`src/hw/rtl/assert_macros.svh`:
```
// assertion macros shared by the sender modules
`ifndef ASSERT_MACROS_SVH
`define ASSERT_MACROS_SVH

// property checked on every clock edge outside reset
`define GBN_ASSERT(label, prop, msg) \
  label: assert property (@(posedge clk) disable iff (rst) (prop)) else $error(msg);

// property that must hold in the cycle after a trigger
`define GBN_ASSERT_NEXT(label, trig, prop, msg) \
  label: assert property (@(posedge clk) disable iff (rst) (trig) |=> (prop)) else $error(msg);

`endif

```
`src/hw/rtl/gbn_pkg.sv`:
```
// package for the go-back-n sender: constants, codes and beat types
package gbn_pkg;

  // sequence numbering and window limits
  localparam int SEQ_BITS   = 16;
  localparam int WINDOW_MAX = 16;
  localparam logic [15:0] SEQ_MASK =
    (SEQ_BITS >= 16) ? 16'hFFFF : 16'((64'd1 << SEQ_BITS) - 64'd1);

  // configuration register reset values
  localparam logic [15:0] PACKET_COUNT_RST = 16'd0;
  localparam logic [4:0]  WINDOW_SIZE_RST  = 5'd1;
  localparam logic [15:0] TIMEOUT_RST      = 16'd1500;
  localparam logic        STRICT_RST       = 1'b0;

  // configuration register indexes
  localparam logic [1:0] REG_PACKET_COUNT = 2'd0;
  localparam logic [1:0] REG_WINDOW_SIZE  = 2'd1;
  localparam logic [1:0] REG_TIMEOUT      = 2'd2;
  localparam logic [1:0] REG_STRICT       = 2'd3;

  // input event kinds
  localparam logic [1:0] KIND_START = 2'd0;
  localparam logic [1:0] KIND_TICK  = 2'd1;
  localparam logic [1:0] KIND_ACK   = 2'd2;

  // what the datapath emits for the current item
  localparam logic [1:0] MODE_STATUS = 2'd0;
  localparam logic [1:0] MODE_FILL   = 2'd1;
  localparam logic [1:0] MODE_RESEND = 2'd2;

  typedef struct packed {
    logic [1:0]  kind;
    logic [15:0] ack_seq;
  } in_item_t;

  typedef struct packed {
    logic        send_valid;
    logic [15:0] seq;
    logic        retransmit;
    logic [31:0] resent_total;
    logic        complete;
    logic        last;
  } out_item_t;

  // controller to datapath
  typedef struct packed {
    logic eval;
    logic emit;
  } ctrl_cmd_t;

  // datapath to controller
  typedef struct packed {
    logic out_free;
    logic last_beat;
  } dp_status_t;

endpackage

```
`src/hw/rtl/gbn_ctrl.sv`:
```
// controller state machine: takes one item, then steps its result beats out
`include "assert_macros.svh"

module gbn_ctrl
  import gbn_pkg::*;
(
  input  logic       clk,
  input  logic       rst,
  input  logic       in_valid,
  output logic       in_ready,
  input  dp_status_t status,
  output ctrl_cmd_t  cmd
);

  localparam logic [0:0] S_IDLE = 1'b0;
  localparam logic [0:0] S_EMIT = 1'b1;

  logic [0:0] state;
  logic [0:0] state_next;

  // handshake and commands
  always_comb begin
    in_ready   = (state == S_IDLE);
    cmd.eval   = 1'b0;
    cmd.emit   = 1'b0;
    state_next = state;
    case (state)
      S_IDLE: begin
        if (in_valid) begin
          cmd.eval   = 1'b1;
          state_next = S_EMIT;
        end
      end
      S_EMIT: begin
        if (status.out_free) begin
          cmd.emit = 1'b1;
          if (status.last_beat) begin
            state_next = S_IDLE;
          end
        end
      end
      default: begin
        state_next = S_IDLE;
      end
    endcase
  end

  // state register
  always_ff @(posedge clk) begin
    if (rst) begin
      state <= S_IDLE;
    end else begin
      state <= state_next;
    end
  end

  `GBN_ASSERT(a_emit_room, !cmd.emit || status.out_free, "beat loaded into a full output register")
  `GBN_ASSERT_NEXT(a_last_to_idle, cmd.emit && status.last_beat, state == S_IDLE, "no return to idle after last beat")
  `GBN_ASSERT(a_no_eval_in_emit, !(cmd.eval && cmd.emit), "item taken while beats still pending")

endmodule

```
`src/hw/rtl/gbn_datapath.sv`:
```
// datapath: configuration, window state, timer, resend total and output register
`include "assert_macros.svh"

module gbn_datapath
  import gbn_pkg::*;
(
  input  logic        clk,
  input  logic        rst,
  input  logic        cfg_valid,
  input  logic [1:0]  cfg_index,
  input  logic [15:0] cfg_data,
  input  in_item_t    in_data,
  input  ctrl_cmd_t   cmd,
  output dp_status_t  status,
  output logic        out_valid,
  input  logic        out_ready,
  output out_item_t   out_data
);

  // configuration registers
  logic [15:0] packet_count;
  logic [4:0]  window_size;
  logic [15:0] timeout_ticks;
  logic        strict_ack_mode;

  // transfer state
  logic [15:0] base_seq, base_seq_next;
  logic [15:0] next_seq, next_seq_next;
  logic [15:0] timer_count, timer_count_next;
  logic [31:0] resend_count, resend_count_next;
  logic        transfer_active, transfer_active_next;
  logic [1:0]  mode, mode_next;
  logic [15:0] cursor, cursor_next;

  logic [15:0] win;
  logic [15:0] limit;
  logic [15:0] timer_inc;
  logic [15:0] in_flight;
  logic [32:0] resend_sum;
  logic        outstanding;
  logic        ack_match;
  logic        fill_now;
  logic        fill_more;
  logic [15:0] next_inc;
  logic [15:0] cursor_inc;
  out_item_t   beat;

  function automatic logic can_send(input logic act, input logic [15:0] nx,
                                    input logic [15:0] bs, input logic [15:0] pc,
                                    input logic [15:0] w);
    logic [15:0] diff;
    diff = nx - bs;
    return act && (nx < pc) && (diff < w);
  endfunction

  // effective window and timeout
  always_comb begin
    if (window_size == 5'd0) begin
      win = 16'd1;
    end else if ({11'b0, window_size} > 16'(WINDOW_MAX)) begin
      win = 16'(WINDOW_MAX);
    end else begin
      win = {11'b0, window_size};
    end
    limit = (timeout_ticks == 16'd0) ? 16'd1 : timeout_ticks;
  end

  assign outstanding = transfer_active && (next_seq != base_seq);
  assign timer_inc   = timer_count + 16'd1;
  assign in_flight   = next_seq - base_seq;
  assign resend_sum  = {1'b0, resend_count} + {17'b0, in_flight};
  assign ack_match   = ((in_data.ack_seq & SEQ_MASK) == (base_seq & SEQ_MASK));
  assign next_inc    = next_seq + 16'd1;
  assign cursor_inc  = cursor + 16'd1;
  assign fill_more   = can_send(transfer_active, next_inc, base_seq, packet_count, win);

  // item evaluation and per-beat state update
  always_comb begin
    base_seq_next        = base_seq;
    next_seq_next        = next_seq;
    timer_count_next     = timer_count;
    resend_count_next    = resend_count;
    transfer_active_next = transfer_active;
    mode_next            = mode;
    cursor_next          = cursor;
    fill_now             = 1'b0;
    if (cmd.eval) begin
      mode_next = MODE_STATUS;
      case (in_data.kind)
        KIND_START: begin
          base_seq_next        = 16'd0;
          next_seq_next        = 16'd0;
          timer_count_next     = 16'd0;
          resend_count_next    = 32'd0;
          transfer_active_next = 1'b1;
          fill_now             = 1'b1;
        end
        KIND_TICK: begin
          if (outstanding) begin
            if (timer_inc >= limit) begin
              timer_count_next  = 16'd0;
              resend_count_next = resend_sum[32] ? 32'hFFFF_FFFF : resend_sum[31:0];
              cursor_next       = base_seq;
              mode_next         = MODE_RESEND;
            end else begin
              timer_count_next = timer_inc;
            end
          end else begin
            timer_count_next = 16'd0;
          end
        end
        KIND_ACK: begin
          if (outstanding) begin
            if (ack_match) begin
              base_seq_next    = base_seq + 16'd1;
              timer_count_next = 16'd0;
              fill_now         = 1'b1;
            end else if (strict_ack_mode) begin
              timer_count_next  = 16'd0;
              resend_count_next = resend_sum[32] ? 32'hFFFF_FFFF : resend_sum[31:0];
              cursor_next       = base_seq;
              mode_next         = MODE_RESEND;
            end
          end
        end
        default: begin
          if (!outstanding) begin
            timer_count_next = 16'd0;
          end
        end
      endcase
      // transfer ends once the oldest unacked number reaches the count
      if (transfer_active_next && (base_seq_next >= packet_count)) begin
        transfer_active_next = 1'b0;
      end
      if (!transfer_active_next || (next_seq_next == base_seq_next)) begin
        timer_count_next = 16'd0;
      end
      if (fill_now && can_send(transfer_active_next, next_seq_next, base_seq_next,
                               packet_count, win)) begin
        mode_next = MODE_FILL;
      end
    end else if (cmd.emit) begin
      if (mode == MODE_FILL) begin
        next_seq_next = next_inc;
      end else if (mode == MODE_RESEND) begin
        cursor_next = cursor_inc;
      end
    end
  end

  // beat under construction
  always_comb begin
    beat.resent_total = resend_count;
    beat.complete     = !transfer_active && (base_seq >= packet_count);
    case (mode)
      MODE_FILL: begin
        beat.send_valid = 1'b1;
        beat.seq        = next_seq & SEQ_MASK;
        beat.retransmit = 1'b0;
        beat.last       = !fill_more;
      end
      MODE_RESEND: begin
        beat.send_valid = 1'b1;
        beat.seq        = cursor & SEQ_MASK;
        beat.retransmit = 1'b1;
        beat.last       = (cursor_inc == next_seq);
      end
      default: begin
        beat.send_valid = 1'b0;
        beat.seq        = 16'd0;
        beat.retransmit = 1'b0;
        beat.last       = 1'b1;
      end
    endcase
  end

  assign status.out_free  = !out_valid || out_ready;
  assign status.last_beat = beat.last;

  // configuration writes
  always_ff @(posedge clk) begin
    if (rst) begin
      packet_count    <= PACKET_COUNT_RST;
      window_size     <= WINDOW_SIZE_RST;
      timeout_ticks   <= TIMEOUT_RST;
      strict_ack_mode <= STRICT_RST;
    end else if (cfg_valid) begin
      case (cfg_index)
        REG_PACKET_COUNT: packet_count    <= cfg_data;
        REG_WINDOW_SIZE:  window_size     <= cfg_data[4:0];
        REG_TIMEOUT:      timeout_ticks   <= cfg_data;
        REG_STRICT:       strict_ack_mode <= cfg_data[0];
        default: begin
        end
      endcase
    end
  end

  // transfer state registers
  always_ff @(posedge clk) begin
    if (rst) begin
      base_seq        <= 16'd0;
      next_seq        <= 16'd0;
      timer_count     <= 16'd0;
      resend_count    <= 32'd0;
      transfer_active <= 1'b0;
      mode            <= MODE_STATUS;
      cursor          <= 16'd0;
    end else begin
      base_seq        <= base_seq_next;
      next_seq        <= next_seq_next;
      timer_count     <= timer_count_next;
      resend_count    <= resend_count_next;
      transfer_active <= transfer_active_next;
      mode            <= mode_next;
      cursor          <= cursor_next;
    end
  end

  // output register
  always_ff @(posedge clk) begin
    if (rst) begin
      out_valid <= 1'b0;
    end else if (cmd.emit) begin
      out_valid <= 1'b1;
    end else if (out_ready) begin
      out_valid <= 1'b0;
    end
  end

  always_ff @(posedge clk) begin
    if (cmd.emit) begin
      out_data <= beat;
    end
  end

  `GBN_ASSERT(a_base_le_next, base_seq <= next_seq, "oldest unacked number passed next number")
  `GBN_ASSERT(a_resend_in_window, !(cmd.emit && mode == MODE_RESEND) || (cursor != next_seq), "resend beyond outstanding window")
  `GBN_ASSERT_NEXT(a_out_hold, out_valid && !out_ready, out_valid && $stable(out_data), "beat not held")

endmodule

```
`src/hw/rtl/go_back_n_arq_sender.sv`:
```
// top level of the go-back-n sender
//
// Three channels, each valid/ready. The cfg channel writes one register per
// beat (0 packet count, 1 window size, 2 timeout in ticks, 3 strict ack mode);
// it is always ready; the user must write it only while no item is in
// progress, as the block itself does not enforce it. The in channel carries
// events: start transfer, timer tick, ack received. Each event produces one
// or more beats on the out channel; the final beat of an event has last set.
// An event with no send gives a single status beat. A taken event updates
// the transfer state registers before its first beat is loaded. Beats per
// event run from 1 to the window limit; the output register loads one beat
// per cycle while the receiver does not stall, as fill and resend bursts
// step the sequence counter or resend cursor. The next event is taken while
// the final beat still waits in the output register. A stalled receiver
// holds the burst; nothing is dropped. Reset clears the transfer state and
// out_valid and restores the defaults (window 1, timeout 1500, packet count 0).
module go_back_n_arq_sender
  import gbn_pkg::*;
(
  input  logic        clk,
  input  logic        rst,
  input  logic        cfg_valid,
  output logic        cfg_ready,
  input  logic [1:0]  cfg_index,
  input  logic [15:0] cfg_data,
  input  logic        in_valid,
  output logic        in_ready,
  input  in_item_t    in_data,
  output logic        out_valid,
  input  logic        out_ready,
  output out_item_t   out_data
);

  ctrl_cmd_t  cmd;
  dp_status_t status;

  assign cfg_ready = 1'b1;

  // sequencing of event evaluation and beat emission
  gbn_ctrl u_ctrl (
    .clk      (clk),
    .rst      (rst),
    .in_valid (in_valid),
    .in_ready (in_ready),
    .status   (status),
    .cmd      (cmd)
  );

  // window state and output register
  gbn_datapath u_datapath (
    .clk       (clk),
    .rst       (rst),
    .cfg_valid (cfg_valid),
    .cfg_index (cfg_index),
    .cfg_data  (cfg_data),
    .in_data   (in_data),
    .cmd       (cmd),
    .status    (status),
    .out_valid (out_valid),
    .out_ready (out_ready),
    .out_data  (out_data)
  );

endmodule
```
`config.mk`:
```
export PLATFORM = sky130hd
export DESIGN_NAME = go_back_n_arq_sender
export DESIGN_NICKNAME = d
export VERILOG_FILES = /design/src/hw/rtl/gbn_pkg.sv /design/src/hw/rtl/gbn_ctrl.sv /design/src/hw/rtl/gbn_datapath.sv /design/src/hw/rtl/go_back_n_arq_sender.sv
export VERILOG_INCLUDE_DIRS = /design/src /design/src/hw/rtl
export SDC_FILE = /design/constraint.sdc
export NUM_CORES = 1
export LEC_CHECK = 0
export BUFFER_PORTS_ARGS = -buffer_cell sky130_fd_sc_hd__buf_2
export CAP_MARGIN = 30
export CORE_MARGIN = 4
export CORE_UTILIZATION = 29
export DETAILED_ROUTE_END_ITERATION = 8
export SLEW_MARGIN = 20
export SYNTH_ARGS = -nofsm -noshare
export SYNTH_HDL_FRONTEND = slang
export SYNTH_SLANG_ARGS = --single-unit
```
`constraint.sdc`:
```
create_clock -name clk -period 9.46 [get_ports clk]
set_clock_uncertainty 0.1 [all_clocks]
set_input_delay 0.473 -clock clk [delete_from_list [all_inputs] [get_ports clk]]
set_output_delay 0.473 -clock clk [all_outputs]
set_load 0.1 [all_outputs]
```
==> flow_summary.json <==
{
  "status": "completed",
  "dp.final_hpwl_mm": 35.01,
  "wirelength_mm": 44.89,
  "synth-seq-area-share_pct": 30.62,
  "finalMaxSlewViolations": 0,
  "setup_viol": 0,
  "clk_pin_slew_ps": 90,
  "h-tree-depth": 4,
  "yosys.area.top_type": "dfxtp_1",
  "placed_area_um2": 15110,
  "synth_area_um2": 14190,
  "rr_worst_depth": 24,
  "synthesis.instances": 1722,
  "synthFlopType": "dfxtp_1",
  "antenna_found_initial": 3,
  "core_um2": 48050,
  "hold_buffers": 0,
  "post_cts_resized": 0,
  "fillers": 5093,
  "cts_tree": "done",
  "post_cts_buffers": 0,
  "dr.pass1.iters": 5,
  "worstSetupPathType": "reg2reg",
  "fin_util_pct": 32.68,
  "critPathMaxFanout": 10,
  "synth.area.top_cells": "dfxtp_1 (20%), ha_1 (14%), edfxtp_1 (11%)",
  "synth_edf_count": 52,
  "synth.avg_cell_area_um2": 8.238,
  "grt_pass1_wl_mm": 69.66,
  "ys_async_sr_fraction_pct": 0,
  "avgViaCountPerCell": 5.284,
  "drc": 0,
  "p_per_area_nw_per_um2": 139.3,
  "setup_ws_ps": 2585,
  "place_ws_ps": 2719,
  "first_iter_violations": 1111,
  "cp_data_arrival_time_ps": 7190,
  "globalplace.congestion": 0.9754,
  "nets": 1950,
  "yosysMostFrequentCell": "nand2_1",
  "route.met3.wl_mm": 2.003,
  "ant_nets": 0,
  "fmax_mhz": 145.5,
  "m1WireLength_mm": 21.02,
  "synth-seq-cells": 191,
  "grt_pass1_vias": 12210,
  "cts_sinks": 191,
  "hold_start": "cfg_data[12]",
  "end_kind": "register",
  "totalPowerFinal_mw": 2.187,
  "power_leakage_nw": 6.559,
  "wire_per_inst_um": 18.86,
  "die_h_um": 229.2,
  "track_usage_pct": 16.70,
  "overflow": 0,
  "drive_above_1_share_pct": 9.643,
  "slew_headroom_pct": 34.72,
  "min_to": "u_datapath.packet_count[12]",
  "yosysWarnings": 0,
  "num_vias": 12580,
  "start_kind": "register",
  "whs_ps": 152.4,
  "cts-buffers-inserted": 17,
  "clk_latency_ps": 480,
  "syn_to_final_growth_pct": 10.70,
  "crit_required_ps": 9770,
  "hp-class": "in2reg",
  "synth_common_cells": "nand2_1 (177), ha_1 (155), nor2_1 (153), dfxtp_1 (139), a21oi_1 (124)",
  "cts_buffer_depth": 2,
  "num_io_pins": 96,
  "stdcell_area_um2": 15700,
  "dp.cells": 2345,
  "drv_cap": 0,
  "worst_pin_slew_ps": 979.1,
  "rsz0062_at_grt": "false",
  "start_util_pct": 29.53,
  "whs_path_depth": 3,
  "peakVddDrop_mv": 0.1190,
  "wl_met2_mm": 20.33,
  "synth.distinct_cells": 83,
  "final_cell_count_no_fill": 2380,
  "die_w_um": 229.2,
  "setup_tns_ps": 0,
  "r2r_end": "u_datapath.mode[0]",
  "fin_crit_sh_pct": 72.68,
  "grt_start_max_net_pins": 68,
  "clock-root-buffer": "clkbuf_16",
  "num_rows": 80,
  "dieArea_um2": 52520,
  "hold_violations": 0,
  "min_period_ps": 6875,
  "r2r_slack_ps": 2580,
  "top_layer": "met5",
  "io_buffer_count": 94,
  "synth_nets": 1922,
  "r2r_start": "u_datapath.base_seq[2]",
  "yosys.area.top_type_share_pct": 19.62
}
-- cells by family (layout without fill, tap and decap cells) --
family	Yosys count	after routing	synth area share (%)
adder cells (fa/ha/maj)	160	160	14.31
flip-flops	191	191	30.62
AO/OA/AOI/OAI	449	449	20.37
AND/OR/NAND/NOR	583	583	20.14
multiplexers	24	24	1.702
XOR/XNOR	108	108	7.065
buffers and inverters	206	247	5.777
other	1	3	0.02643
-- flip-flops by register name, indices dropped and copies added (netlist names) --
| name | flops |
|---|---|
| u_ctrl.state | 1 |
| u_datapath.base_seq | 16 |
| u_datapath.cursor | 16 |
| u_datapath.mode | 2 |
| u_datapath.next_seq | 16 |
| u_datapath.out_data | 52 |
| u_datapath.out_valid | 1 |
| u_datapath.packet_count | 16 |
| u_datapath.resend_count | 32 |
| u_datapath.strict_ack_mode | 1 |
| u_datapath.timeout_ticks | 16 |
| u_datapath.timer_count | 16 |
| u_datapath.transfer_active | 1 |
| u_datapath.window_size | 5 |
-- power breakdown --
part / internal [mW] / switching, mW / total, mW
Combinational: 0.183 / 0.372 / 0.555
Sequential: 0.868 / 0.0281 / 0.897
Clock: 0.369 / 0.367 / 0.736
-- layer usage --
metal / GRT usage, % / vias to the layer above
met3: 2.845 / 62
li1: - / 6206
met4: 6.809 / 2
met2: 26.74 / 302
met1: 22.37 / 6003
met5: 0 / -
-- area by class of cell --
type | count | area (µm²) | share of cell area, %
timing repair buffer | 104 | 548.0 | 3.490
inverter | 111 | 416.7 | 2.653
multi-input combinational | 1325 | 9037 | 57.55
clock buffer | 19 | 464.2 | 2.956
antenna | 2 | 5.005 | 0.03187
clock inverter | 13 | 118.9 | 0.7569
tap | 615 | 769.5 | 4.900
sequential | 191 | 4344 | 27.66
-- placed cells by master, fill, tap and decap left out, drive strengths merged, types with 30 or more instances in the layout --
cell	Yosys	final
nand2	178	178
buf	19	104
a21oi	125	125
a21o	36	36
xor2	45	45
nor2	154	154
ha	155	155
edfxtp	52	52
dfxtp	139	139
o21ai	102	102
a22oi	30	30
and3	41	41
inv	111	118
nand3	47	47
xnor2	63	63
nor3	31	31
-- worst max-delay path, cell delays in order (launching register included) --
cell	delay, ps
dfxtp_1	570
inv_1	160
ha_1	360
nand4_1	130
nor4_2	80
a21boi_2	400
nand3_2	330
nor3_1	390
or3b_2	550
nor3_1	210
mux2i_1	350
inv_1	90
ha_1	390
a21o_1	220
nor2b_1	130
a311oi_1	310
o2111ai_1	160
a2111oi_0	400
o31ai_1	130
nor4_1	210
o2111ai_1	190
nor4_2	170
nand4_1	150
or4b_1	480
a21oi_1	150
-- worst max path at each step --
stage	startpoint	endpoint	slack (ps)	cells after the start
final	u_datapath.base_seq[2]	u_datapath.mode[0]	2580	24
after global routing	u_datapath.base_seq[2]	u_datapath.mode[0]	2230	23
after CTS	u_datapath.base_seq[2]	u_datapath.mode[0]	2680	24
after detailed placement	u_datapath.base_seq[2]	u_datapath.mode[0]	2720	24
after global placement	u_datapath.base_seq[13]	u_datapath.mode[0]	2900	24
after floorplan	u_datapath.base_seq[5]	u_datapath.mode[0]	3600	26
No activity file was read; power rests on OpenSTA's default activity.
